===== src/sv/sliding_median_height_filter_unit_macros.svh =====
// Assertion macros for the sliding median height filter.
// Included by the top level; no other dependencies.
`ifndef SLIDING_MEDIAN_HEIGHT_FILTER_UNIT_MACROS_SVH
`define SLIDING_MEDIAN_HEIGHT_FILTER_UNIT_MACROS_SVH

// Check a consequent in the same cycle as its antecedent.
`define SMHF_ASSERT_NOW(label, clk, rst, ante, cons, msg) \
   label: assert property (@(posedge clk) disable iff (rst) (ante) |-> (cons)) \
      else $error(msg);

// Check a consequent in the cycle after its antecedent.
`define SMHF_ASSERT_NEXT(label, clk, rst, ante, cons, msg) \
   label: assert property (@(posedge clk) disable iff (rst) (ante) |=> (cons)) \
      else $error(msg);

`endif


===== src/sv/smhf_pkg.sv =====
// Shared widths, constants and cell control type for the median height filter.
// No dependencies.
`default_nettype none

package smhf_pkg;

   localparam int SAMPLE_W       = 12;
   localparam int HEIGHT_W       = 16;
   localparam int SPEED_W        = 23;
   localparam int OFFSET_W       = 17;
   localparam int RATE_W         = 10;
   localparam int REQ_TDATA_W    = 32;
   localparam int REQ_TUSER_W    = 1;
   localparam int RSP_TDATA_W    = 56;
   localparam int WINDOW_DEFAULT = 11;

   localparam logic [RATE_W-1:0]  RATE_RESET = 10'd50;
   localparam logic [SPEED_W-1:0] SPEED_MAX  = 23'h3FFFFF;
   localparam logic [SPEED_W-1:0] SPEED_MIN  = 23'h400000;

   typedef struct packed {
      logic load;    // take a new sample into the window, restart counts
      logic fill;    // first sample: every cell takes the sample
      logic rotate;  // compare and pass the circulating value on
   } cell_ctl_type;

endpackage

`default_nettype wire


===== src/sv/smhf_cell.sv =====
// One window cell: holds a window entry and ranks it against a circulating value.
// Depends on smhf_pkg.
`default_nettype none

module smhf_cell #(
   parameter int CNT_W = 4
) (
   input  wire                           clock,
   input  wire smhf_pkg::cell_ctl_type   ctl,
   input  wire [smhf_pkg::SAMPLE_W-1:0]  fill_value,
   input  wire [smhf_pkg::SAMPLE_W-1:0]  shift_in,
   input  wire [smhf_pkg::SAMPLE_W-1:0]  circ_in,
   output logic [smhf_pkg::SAMPLE_W-1:0] value_out,
   output logic [smhf_pkg::SAMPLE_W-1:0] circ_out,
   output logic [CNT_W-1:0]              lt_count,
   output logic [CNT_W-1:0]              le_count
);
   import smhf_pkg::*;

   logic [SAMPLE_W-1:0] value_ff, value_in;
   logic [SAMPLE_W-1:0] circ_ff, circ_in_nxt;
   logic [CNT_W-1:0]    lt_ff, lt_in;
   logic [CNT_W-1:0]    le_ff, le_in;

   always_comb begin
      value_in    = value_ff;
      circ_in_nxt = circ_ff;
      lt_in       = lt_ff;
      le_in       = le_ff;
      if (ctl.load) begin
         value_in    = ctl.fill ? fill_value : shift_in;
         circ_in_nxt = value_in;
         lt_in       = '0;
         le_in       = '0;
      end else if (ctl.rotate) begin
         circ_in_nxt = circ_in;
         lt_in       = lt_ff + CNT_W'(circ_ff < value_ff);
         le_in       = le_ff + CNT_W'(circ_ff <= value_ff);
      end
   end

   always_ff @(posedge clock) begin
      value_ff <= value_in;
      circ_ff  <= circ_in_nxt;
      lt_ff    <= lt_in;
      le_ff    <= le_in;
   end

   assign value_out = value_ff;
   assign circ_out  = circ_ff;
   assign lt_count  = lt_ff;
   assign le_count  = le_ff;

endmodule

`default_nettype wire


===== src/sv/sliding_median_height_filter_unit.sv =====
// Sliding median height filter: top level, a ring of WINDOW rank cells plus control.
// An accepted request walks the ring in S_RUN, then waits in S_DONE for the response register.
// One transaction at a time: a new request is taken only in S_IDLE, after the ring rotation walk.
// Reset (synchronous, active high): rate 50, not primed, previous sample and offset 0.
// Depends on smhf_pkg, smhf_cell and sliding_median_height_filter_unit_macros.svh.
`default_nettype none
`include "sliding_median_height_filter_unit_macros.svh"

module sliding_median_height_filter_unit #(
   parameter int WINDOW = smhf_pkg::WINDOW_DEFAULT   // 3 .. 31
) (
   input  wire                                clock,
   input  wire                                reset,
   // request channel
   input  wire                                req_tvalid,
   output logic                               req_tready,
   input  wire [smhf_pkg::REQ_TDATA_W-1:0]    req_tdata,  // range_mm[11:0], height_mm[27:12]
   input  wire [smhf_pkg::REQ_TUSER_W-1:0]    req_tuser,  // source_is_ultra[0]
   // response channel
   output logic                               rsp_tvalid,
   input  wire                                rsp_tready,
   output logic [smhf_pkg::RSP_TDATA_W-1:0]   rsp_tdata,  // median_mm[11:0], speed_mm_s[34:12],
                                                          // offset_mm[51:35], zero[55:52]
   // configuration: sample_rate_hz
   input  wire                                csr_wr_en,
   input  wire [smhf_pkg::RATE_W-1:0]         csr_wr_data
);
   import smhf_pkg::*;

   localparam int CNT_W = $clog2(WINDOW + 1);
   localparam logic [CNT_W-1:0] MID_RANK  = CNT_W'(WINDOW / 2);
   localparam logic [CNT_W-1:0] LAST_STEP = CNT_W'(WINDOW - 1);

   typedef enum logic [1:0] {
      S_IDLE,
      S_RUN,
      S_DONE
   } state_type;

   // Unpack the request transaction.
   logic [SAMPLE_W-1:0] req_range;
   logic [HEIGHT_W-1:0] req_height;
   logic                req_ultra;
   assign req_range  = req_tdata[SAMPLE_W-1:0];
   assign req_height = req_tdata[SAMPLE_W+HEIGHT_W-1:SAMPLE_W];
   assign req_ultra  = req_tuser[0];

   // Control and registered outputs.
   state_type           state_ff, state_in;
   logic [CNT_W-1:0]    step_ff, step_in;
   logic                primed_ff, primed_in;
   logic [SAMPLE_W-1:0] prev_ff, prev_in;
   logic [OFFSET_W-1:0] held_ff, held_in;
   logic [RATE_W-1:0]   rate_ff, rate_in;
   logic                rsp_valid_ff, rsp_valid_in;

   // Per-item payload.
   logic [SPEED_W-1:0]  speed_ff, speed_in;
   logic [HEIGHT_W-1:0] height_ff, height_in;
   logic                ultra_ff, ultra_in;
   logic [SAMPLE_W-1:0] out_median_ff, out_median_in;
   logic [SPEED_W-1:0]  out_speed_ff, out_speed_in;
   logic [OFFSET_W-1:0] out_offset_ff, out_offset_in;

   logic                req_accept;
   logic                out_free;
   logic                finish;
   cell_ctl_type        cell_ctl;

   // Cell ring wiring.
   logic [SAMPLE_W-1:0] value_w [WINDOW];
   logic [SAMPLE_W-1:0] circ_w  [WINDOW];
   logic [CNT_W-1:0]    lt_w    [WINDOW];
   logic [CNT_W-1:0]    le_w    [WINDOW];
   logic [WINDOW-1:0]   median_sel;
   logic [SAMPLE_W-1:0] median;

   // Speed arithmetic.
   logic signed [SAMPLE_W:0]          diff;
   logic signed [SAMPLE_W+RATE_W+1:0] product;
   logic [OFFSET_W-1:0]               offset_new;

   assign req_tready = (state_ff == S_IDLE);
   assign req_accept = req_tvalid && req_tready;
   assign out_free   = !rsp_valid_ff || rsp_tready;
   assign finish     = (state_ff == S_DONE) && out_free;

   assign cell_ctl.load   = req_accept;
   assign cell_ctl.fill   = !primed_ff;
   assign cell_ctl.rotate = (state_ff == S_RUN);

   // The window is a shift chain: the new sample enters cell 0 and the oldest
   // drops out of the far end, which keeps the same set of entries as a
   // circular buffer. During the walk the circulating values go around the ring.
   for (genvar i = 0; i < WINDOW; i++) begin : g_cell
      localparam int PREV = (i == 0) ? WINDOW - 1 : i - 1;
      logic [SAMPLE_W-1:0] shift_src;
      if (i == 0) begin : g_head
         assign shift_src = req_range;
      end else begin : g_body
         assign shift_src = value_w[i-1];
      end

      smhf_cell #(
         .CNT_W(CNT_W)
      ) u_cell (
         .clock     (clock),
         .ctl       (cell_ctl),
         .fill_value(req_range),
         .shift_in  (shift_src),
         .circ_in   (circ_w[PREV]),
         .value_out (value_w[i]),
         .circ_out  (circ_w[i]),
         .lt_count  (lt_w[i]),
         .le_count  (le_w[i])
      );

      // A cell holds the median when fewer than MID_RANK+1 entries are below it
      // and more than MID_RANK entries are at or below it.
      assign median_sel[i] = (lt_w[i] <= MID_RANK) && (le_w[i] > MID_RANK);
   end

   // All selected cells carry the same value, so OR them together.
   always_comb begin
      median = '0;
      for (int i = 0; i < WINDOW; i++) begin
         median = median | (median_sel[i] ? value_w[i] : '0);
      end
   end

   // Speed: (range - previous) * rate, clamp to the output range.
   assign diff    = $signed({1'b0, req_range}) - $signed({1'b0, prev_ff});
   assign product = diff * $signed({1'b0, rate_ff});

   always_comb begin
      if (product[SPEED_W] != product[SPEED_W-1]) begin
         speed_in = product[SPEED_W] ? SPEED_MIN : SPEED_MAX;
      end else begin
         speed_in = product[SPEED_W-1:0];
      end
   end

   // Offset: reload height minus median unless height follows this sensor.
   assign offset_new = {height_ff[HEIGHT_W-1], height_ff} - {{(OFFSET_W-SAMPLE_W){1'b0}}, median};

   always_comb begin
      state_in      = state_ff;
      step_in       = step_ff;
      primed_in     = primed_ff;
      prev_in       = prev_ff;
      held_in       = held_ff;
      rate_in       = csr_wr_en ? csr_wr_data : rate_ff;
      rsp_valid_in  = rsp_valid_ff && !rsp_tready;
      height_in     = height_ff;
      ultra_in      = ultra_ff;
      out_median_in = out_median_ff;
      out_speed_in  = out_speed_ff;
      out_offset_in = out_offset_ff;

      unique case (state_ff)
         S_IDLE: begin
            if (req_accept) begin
               state_in  = S_RUN;
               step_in   = '0;
               primed_in = 1'b1;
               prev_in   = req_range;
               height_in = req_height;
               ultra_in  = req_ultra;
            end
         end
         S_RUN: begin
            step_in = step_ff + CNT_W'(1);
            if (step_ff == LAST_STEP) begin
               state_in = S_DONE;
            end
         end
         S_DONE: begin
            // Hold the result until the response register frees up.
            if (out_free) begin
               state_in      = S_IDLE;
               rsp_valid_in  = 1'b1;
               out_median_in = median;
               out_speed_in  = speed_ff;
               out_offset_in = ultra_ff ? held_ff : offset_new;
               held_in       = out_offset_in;
            end
         end
         default: begin
            state_in = S_IDLE;
         end
      endcase
   end

   always_ff @(posedge clock) begin
      if (reset) begin
         state_ff     <= S_IDLE;
         step_ff      <= '0;
         primed_ff    <= 1'b0;
         prev_ff      <= '0;
         held_ff      <= '0;
         rate_ff      <= RATE_RESET;
         rsp_valid_ff <= 1'b0;
      end else begin
         state_ff     <= state_in;
         step_ff      <= step_in;
         primed_ff    <= primed_in;
         prev_ff      <= prev_in;
         held_ff      <= held_in;
         rate_ff      <= rate_in;
         rsp_valid_ff <= rsp_valid_in;
      end
   end

   always_ff @(posedge clock) begin
      if (req_accept) begin
         speed_ff <= speed_in;
      end
      height_ff     <= height_in;
      ultra_ff      <= ultra_in;
      out_median_ff <= out_median_in;
      out_speed_ff  <= out_speed_in;
      out_offset_ff <= out_offset_in;
   end

   assign rsp_tvalid = rsp_valid_ff;
   assign rsp_tdata  = {{(RSP_TDATA_W-SAMPLE_W-SPEED_W-OFFSET_W){1'b0}},
                        out_offset_ff, out_speed_ff, out_median_ff};

   // One item at a time: an accepted transaction closes the request side.
   `SMHF_ASSERT_NEXT(a_one_in_flight, clock, reset, req_accept, !req_tready,
      "request accepted while an item is still in flight")

   // After the full walk the median rank must be found in at least one cell.
   `SMHF_ASSERT_NOW(a_median_found, clock, reset, state_ff == S_DONE, |median_sel,
      "no cell holds the median rank")

   // A finished item shows up as a valid response and frees the request side.
   `SMHF_ASSERT_NEXT(a_finish_delivers, clock, reset, finish,
      rsp_valid_ff && (state_ff == S_IDLE),
      "finished item did not reach the response register")

endmodule

`default_nettype wire

===== config.mk =====
export PLATFORM = sky130hd
export DESIGN_NAME = sliding_median_height_filter_unit
export DESIGN_NICKNAME = d
export VERILOG_FILES = /design/src/sv/smhf_pkg.sv /design/src/sv/smhf_cell.sv /design/src/sv/sliding_median_height_filter_unit.sv
export VERILOG_INCLUDE_DIRS = /design/src /design/src/sv
export SDC_FILE = /design/constraint.sdc
export NUM_CORES = 1
export LEC_CHECK = 0
export BUFFER_PORTS_ARGS = -buffer_cell sky130_fd_sc_hd__buf_4
export CAP_MARGIN = 10
export CORE_ASPECT_RATIO = 0.7
export CORE_MARGIN = 10
export CORE_UTILIZATION = 45
export CTS_CLUSTER_DIAMETER = 200
export DETAILED_ROUTE_END_ITERATION = 6
export SETUP_SLACK_MARGIN = 0.2
export SYNTH_ARGS = -nofsm -noshare
export SYNTH_HDL_FRONTEND = slang
export SYNTH_SLANG_ARGS = --single-unit

===== constraint.sdc =====
create_clock -name clock -period 8.1 [get_ports clock]
set_clock_uncertainty 0.2 [all_clocks]
set_input_delay 0.405 -clock clock [delete_from_list [all_inputs] [get_ports clock]]
set_output_delay 0.405 -clock clock [all_outputs]
set_load 0.01 [all_outputs]

Word level (Yosys, flattened, before mapping)
Index checks and enable logic that the tools add are counted.
{ "word_totals": {"register_bits": 491, "latch_bits": 0, "ram_bits": 0, "rom_bits": 0, "in_bits": 48, "output_inout_bits": 58, "memories": 0} }
{ "classes": {"add_sub_neg": 25, "mul": 1, "div": 0, "magnitude_cmp": 44, "eq_ne": 7, "n_shift": 0, "n_mux": 54, "bitwise_logic": 10, "reduce_logical": 23} }
{ "op_table": {"columns": ["cell", "count"], "rows": [
  ["$mux 12", 43],
  ["$le 12x12->1", 11],
  ["$lt 12x12->1", 11],
  ["$or 12x12->12", 10],
  ["$add 4x1->4", 22],
  ["$mux 23", 2],
  ["$gt 4x3->1 const B", 11],
  ["$le 4x3->1 const B", 11],
  ["$mul 13x11->24", 1],
  ["$mux 17", 1],
  ["$sub 16x13->17", 1],
  ["$logic_and 1x1->1", 13],
  ["$sub 12x12->13", 1],
  ["$pmux 4 s2", 1],
  ["$mux 2", 3],
  ["$pmux 2 s3", 1],
  ["$reduce_and 2->1", 3],
  ["$add 4x1->4 const B", 1],
  ["$eq 4x4->1 const B", 1],
  ["$mux 4", 1],
  ["$ne 2x1->1 const B", 2],
  ["$reduce_bool 2->1", 2],
  ["$reduce_and 3->1", 1],
  ["$eq 2x1->1 const B", 1],
  ["7 further kinds", 9]
]} }

Logic depth before layout (Yosys ltp)
{ "depth": {"ltp_word": 15, "mapped_depth": 32, "ltp_nobuf": 28} }

Hierarchy
From an unflattened synthesis, not the netlist that was laid out.
{ "hier_totals": {"cells_unflattened": 2668, "area_unflattened_um2": 31089.8} }
{ "by_module_without_submodules": {"columns": ["module", "instances", "cells_each", "area_each_um2", "seq_area_each_um2"], "rows": [
  ["sliding_median_height_filter_unit", 1, 1283, 12470.7, 3703.6],
  ["smhf_cell (g_cell[4].u_cell ...)", 6, 125, 1659.1, 880.8],
  ["smhf_cell (g_cell[0].u_cell ...)", 5, 127, 1732.9, 880.8]
]} }

Worst setup path after synthesis
OpenSTA, ideal clock, no wires.
{ "synth_timing": {"path_kind": "input-to-reg", "from": "input port req_tdata[0] in the netlist's numbering", "to": "register speed_ff[13], data pin", "setup_time_ps": 258, "arrival_ps": 7126, "path_slack_ps": 516, "cell_stages": 31, "cell_sequence": "inv_1 -> ha_1 -> fa_1 -> nor2b_1 -> o21ai_0 -> a21boi_1 -> o21ai_1 -> a22oi_1 -> and2_1 -> buf_2 -> buf_2 -> o31ai_1 -> fa_1 -> inv_1 -> fa_1 -> fa_1 -> inv_1 -> fa_1 -> inv_1 -> fa_1 -> inv_1 -> ha_1 -> a21oi_1 -> inv_1 -> a211oi_1 -> a32oi_1 -> xnor2_2 -> and2_4 -> buf_6 -> buf_12 -> a21oi_2"} }
{ "synth_between": {"elab_chain_cells": 4} }
{ "synth_lines": {"columns": ["item", "line_no", "text"], "rows": [
  ["start: declaration", "sliding_median_height_filter_unit.sv:17", "input wire [smhf_pkg::REQ_TDATA_W-1:0] req_tdata,"],
  ["$sub 12x12->13 *", "sliding_median_height_filter_unit.sv:132", "assign diff = $signed({1'b0, req_range}) - $signed({1'b0, prev_ff});"],
  ["$mul 13x11->24 *", "sliding_median_height_filter_unit.sv:133", "assign product = diff * $signed({1'b0, rate_ff});"],
  ["$mux 23 / $ne 1x1->1 (equally long branches)", "sliding_median_height_filter_unit.sv:137, sliding_median_height_filter_unit.sv:136", null],
  ["$mux 23 *", "sliding_median_height_filter_unit.sv:136", "if (product[SPEED_W] != product[SPEED_W-1]) begin"],
  ["via speed_in[13]", "sliding_median_height_filter_unit.sv:58", "logic [SPEED_W-1:0] speed_ff, speed_in;"],
  ["end signal: assignment", "sliding_median_height_filter_unit.sv:216", "speed_ff <= speed_in;"],
  ["end: declaration", "sliding_median_height_filter_unit.sv:58", null]
]} }
Mark *: on every way through the listed nets, which the timed path passes. The rest lies on a longest branch.
A chain may end at the register's enable or synchronous reset.

Final worst setup path
{ "layout_timing": {"from": "register prev_ff[0]", "to": "register speed_ff[4], data pin"} }
{ "layout_between": {"elab_chain_cells": 4} }
{ "layout_lines": {"columns": ["item", "line_no", "text"], "rows": [
  ["start: declaration", "sliding_median_height_filter_unit.sv:52", "logic [SAMPLE_W-1:0] prev_ff, prev_in;"],
  ["start signal: assignment", "sliding_median_height_filter_unit.sv:207", "prev_ff <= prev_in;"],
  ["$sub 12x12->13 *", "sliding_median_height_filter_unit.sv:132", null],
  ["$mul 13x11->24 *", "sliding_median_height_filter_unit.sv:133", null],
  ["$mux 23 / $ne 1x1->1 (equally long branches)", "sliding_median_height_filter_unit.sv:137, sliding_median_height_filter_unit.sv:136", null],
  ["$mux 23 *", "sliding_median_height_filter_unit.sv:136", null],
  ["via speed_in[4]", "sliding_median_height_filter_unit.sv:58", null]
]} }
Marked as above.

==> qor.csv <==
stage,metric,value,unit
run_status,outcome,"complete, no violations",
final_layout,postLayoutCellArea,0.0346,sq mm
critical_path,slowest_stage,fa_1,
timing,period_share,93.8,%
routing,via_count,23300,
timing,hold_slack,0.102,ns
floorplanning,die_w,331,um
clock_network,cts_buffers,50,
routing,routed_wl,83800,um
global_routing,grt_first_pass_wirelength,131000,um
critical_path,max_stage_delay,0.57,ns
job,cap_viol_max_count,0,
critical_path,end_kind,flop,
global_routing,grt_use_met3,3.83,%
power,power.static_leakage,14.8,nW
clock_network,clock_latency,0.63,ns
yosys,synth.area.top_cells,"edfxtp_1, ha_1, dfxtp_1",
yosys,netlist.area_leader.share,35.1,%
critical_path,cp.required,8.38,ns
critical_path,cp.arrival,7.88,ns
clock_network,cts_tree,built,
clock_network,clk_path_buf_depth,3,
global_routing,met2_usage,30.0,%
timing,layout_min_cycle_time,7.60,ns
final_layout,syn_to_final_growth,13.6,%
yosys,yosysUniqueCellTypes,72,
final_layout,drive_gt1_share,9.78,%
global_routing,grt-ovfl-total,0,
yosys,synth-main-ff-cell,edfxtp_1,
global_routing,grt_pass1_vias,22900,
clock_network,cts.htree.levels,2,
routing,drc_errors,0,
global_routing,antenna_found_initial,2,
yosys,mappedNetlistArea,0.0304,sq mm
placed_design,gp_congestion,0.899,
global_routing,grt_max_degree,196,
routing,drt-initial-drc-count,2091,
critical_path,cp_common_cell,fa_1,
final_layout,fin_nets,3668,
min_path,hold_class,input port to flop,
clock_network,clk_pin_slew_worst_paths,0.06,ns
yosys,synth-edff-count,356,
global_routing,top_usage_layer,met1,
floorplanning,die_y,238,um
routing,drtAntennaViolNets,0,
final_layout,fillers,6006,
critical_path,cp-startpoint,prev_ff[0],
clock_network,cts_sinks,491,
floorplanning,num_rows,79,
timing,slew_headroom,25.9,%
yosys,syn-instance-count,3125,
yosys,synth_seq_area_share,44.0,%
timing,hold_viol,0,
critical_path,critical_path.startpoint_type,flop,
placed_design,postPlaceCellArea,0.0322,sq mm
power,power_density,385,mW/mm^2
min_path,min_from,reset,
routing,first_pass_iters,6,
global_routing,met1_usage,32.4,%
yosys,postSynthAreaPerCell,9.74,sq um
floorplanning,num_io_pins,106,
min_path,hold_depth,2,
timing,rsz0062_at_grt,yes,
yosys,yosys_warnings,0,
critical_path,critPathMaxFanout,20,
critical_path,crit_type,flop to flop,
critical_path,worstReg2RegStart,prev_ff[0],
routing,via_per_inst,5.59,
timing,worst_pin_slew,1.11,ns
timing,slew_viol_final,0,
timing,max_freq,132,MHz
global_routing,grtUsageTotal,21.0,%
floorplanning,dieArea,0.0786,sq mm
floorplanning,start_util,45.6,%
placed_design,hpwl,60400,um
placed_design,numPortBuffers,97,
yosys,ys_ff_latch,491,
final_layout,utilization,51.8,%
yosys,async_flop_share,0,%
yosys,synth.largest_area_cell,edfxtp_1,
floorplanning,fp.coreArea,0.0667,sq mm
power,ir_drop,686,uV
clock_network,clock-root-buffer,clkbuf_16,
routing,post_drt_wl_per_cell,20.1,um
critical_path,reg2reg_depth,28,
timing,setup_viol,0,
timing,tns,0,ns
[cell families (layout without fill, tap and decap cells)]
kind of cell,count (synthesis),count (layout),share of synthesized area [%]
buffers and inverters,499,652,6.37
multiplexers,15,15,0.498
AO/OA/AOI/OAI,551,551,11.8
flip-flops,491,491,44.0
adder cells (fa/ha/maj),382,382,18.7
AND/OR/NAND/NOR,1110,1111,16.3
XOR/XNOR,76,76,2.21
other,1,6,0.0123
[placed cells by master, fill, tap and decap left out, types with 37 or more instances in the layout]
cell type,netlist,routed
dfxtp_1,135,134
xor2_1,59,59
nor2_1,233,232
a21o_1,54,54
a22oi_1,38,37
clkbuf_16,0,52
nor2b_1,40,39
buf_4,6,165
o21ai_0,50,48
nand2_1,546,546
inv_1,340,338
ha_1,257,252
nand4_1,69,69
a31oi_1,124,123
a21oi_1,144,142
fa_1,123,122
edfxtp_1,356,356
dlygate4sd3_1,0,50
[critical path, delay by kind of cell (launching register included)]
kind	cells	cell delay [ns]
AOI/OAI and AO/OA	7	1.36
xor gates and xnor gates	1	0.07
adders and majority gates	8	3.65
buffers and inverters	6	0.77
DFF	1	0.32
and+or+nand+nor	6	1.04
[where the power goes]
group | internal (mW) | switching, mW | total (mW)
clock | 1.33 | 1.04 | 2.36
combinational | 3.16 | 4.24 | 7.40
sequential | 3.35 | 0.190 | 3.54
[final timing paths]
check | to | slack, ns
worst max-delay path | speed_ff[4] | 0.50
worst min-delay path | rate_ff[3] | 0.10
worst max register to register | speed_ff[4] | 0.50
worst min register to register | out_speed_ff[19] | 0.21
[state kept, by name (all words and copies together), names as in the netlist]
register	flops
state_ff	2
out_speed_ff	23
held_ff	17
ultra_ff	1
rate_ff	10
step_ff	4
height_ff	16
g_cell.u_cell.le_count	44
rsp_tvalid	1
g_cell.u_cell.circ_out	132
primed_ff	1
prev_ff	12
g_cell.u_cell.value_out	132
g_cell.u_cell.lt_count	44
out_offset_ff	17
speed_ff	23
out_median_ff	12
[synthesized netlist by cell type, types with 40 or more instances]
| cell type | number |
|---|---|
| nand4_1 | 69 |
| o21ai_0 | 50 |
| xor2_1 | 59 |
| fa_1 | 123 |
| nor2b_1 | 40 |
| nand2_1 | 546 |
| clkbuf_1 | 139 |
| ha_1 | 257 |
| dfxtp_1 | 135 |
| a21oi_1 | 144 |
| edfxtp_1 | 356 |
| a31oi_1 | 124 |
| a21o_1 | 54 |
| inv_1 | 340 |
| nor2_1 | 233 |
[area by class of cell]
class / instances / area, sq um / share of cell area, %
Antenna cell: 2 / 5.00 / 0.0145
Clock buffer: 67 / 1380 / 3.99
Clock inverter: 27 / 255 / 0.739
Inverter: 340 / 1290 / 3.72
Multi-Input combinational cell: 2139 / 15300 / 44.3
Sequential cell: 491 / 13400 / 38.8
Tap cell: 891 / 1110 / 3.23
Timing Repair Buffer: 218 / 1800 / 5.21
[routing by layer]
metal	share of wire, %	routed length, um	up-vias
met2	41	34700	904
met5	0	0	-
li1	-	-	11000
met4	1.7	1400	0
met3	9.0	7520	97
met1	48	40200	11400
[repair_timing]
item | in CTS | in global routing
hold buffers | 50 | 0
gates resized for setup | 2 | 26
pin swaps | 0 | 7
endpoints found under the setup margin | 22 | 23
buffers inserted | 0 | 8
gates cloned | 0 | 1
endpoints found under the hold margin | 62 | 0
[stage by stage]
stage | cells | setup slack, ns | power (mW)
2_1_floorplan | 3128 | 0.516 | 8.61
3_3_place_gp | 4020 | -0.0290 | 10.0
3_5_place_dp | 4020 | -0.168 | 10.2
4_1_cts | 4164 | 0.241 | 12.6
5_1_grt | 4174 | 0.134 | 14.2
6_report | 4175 | 0.501 | 13.3
(Power assumes the default switching activity.)
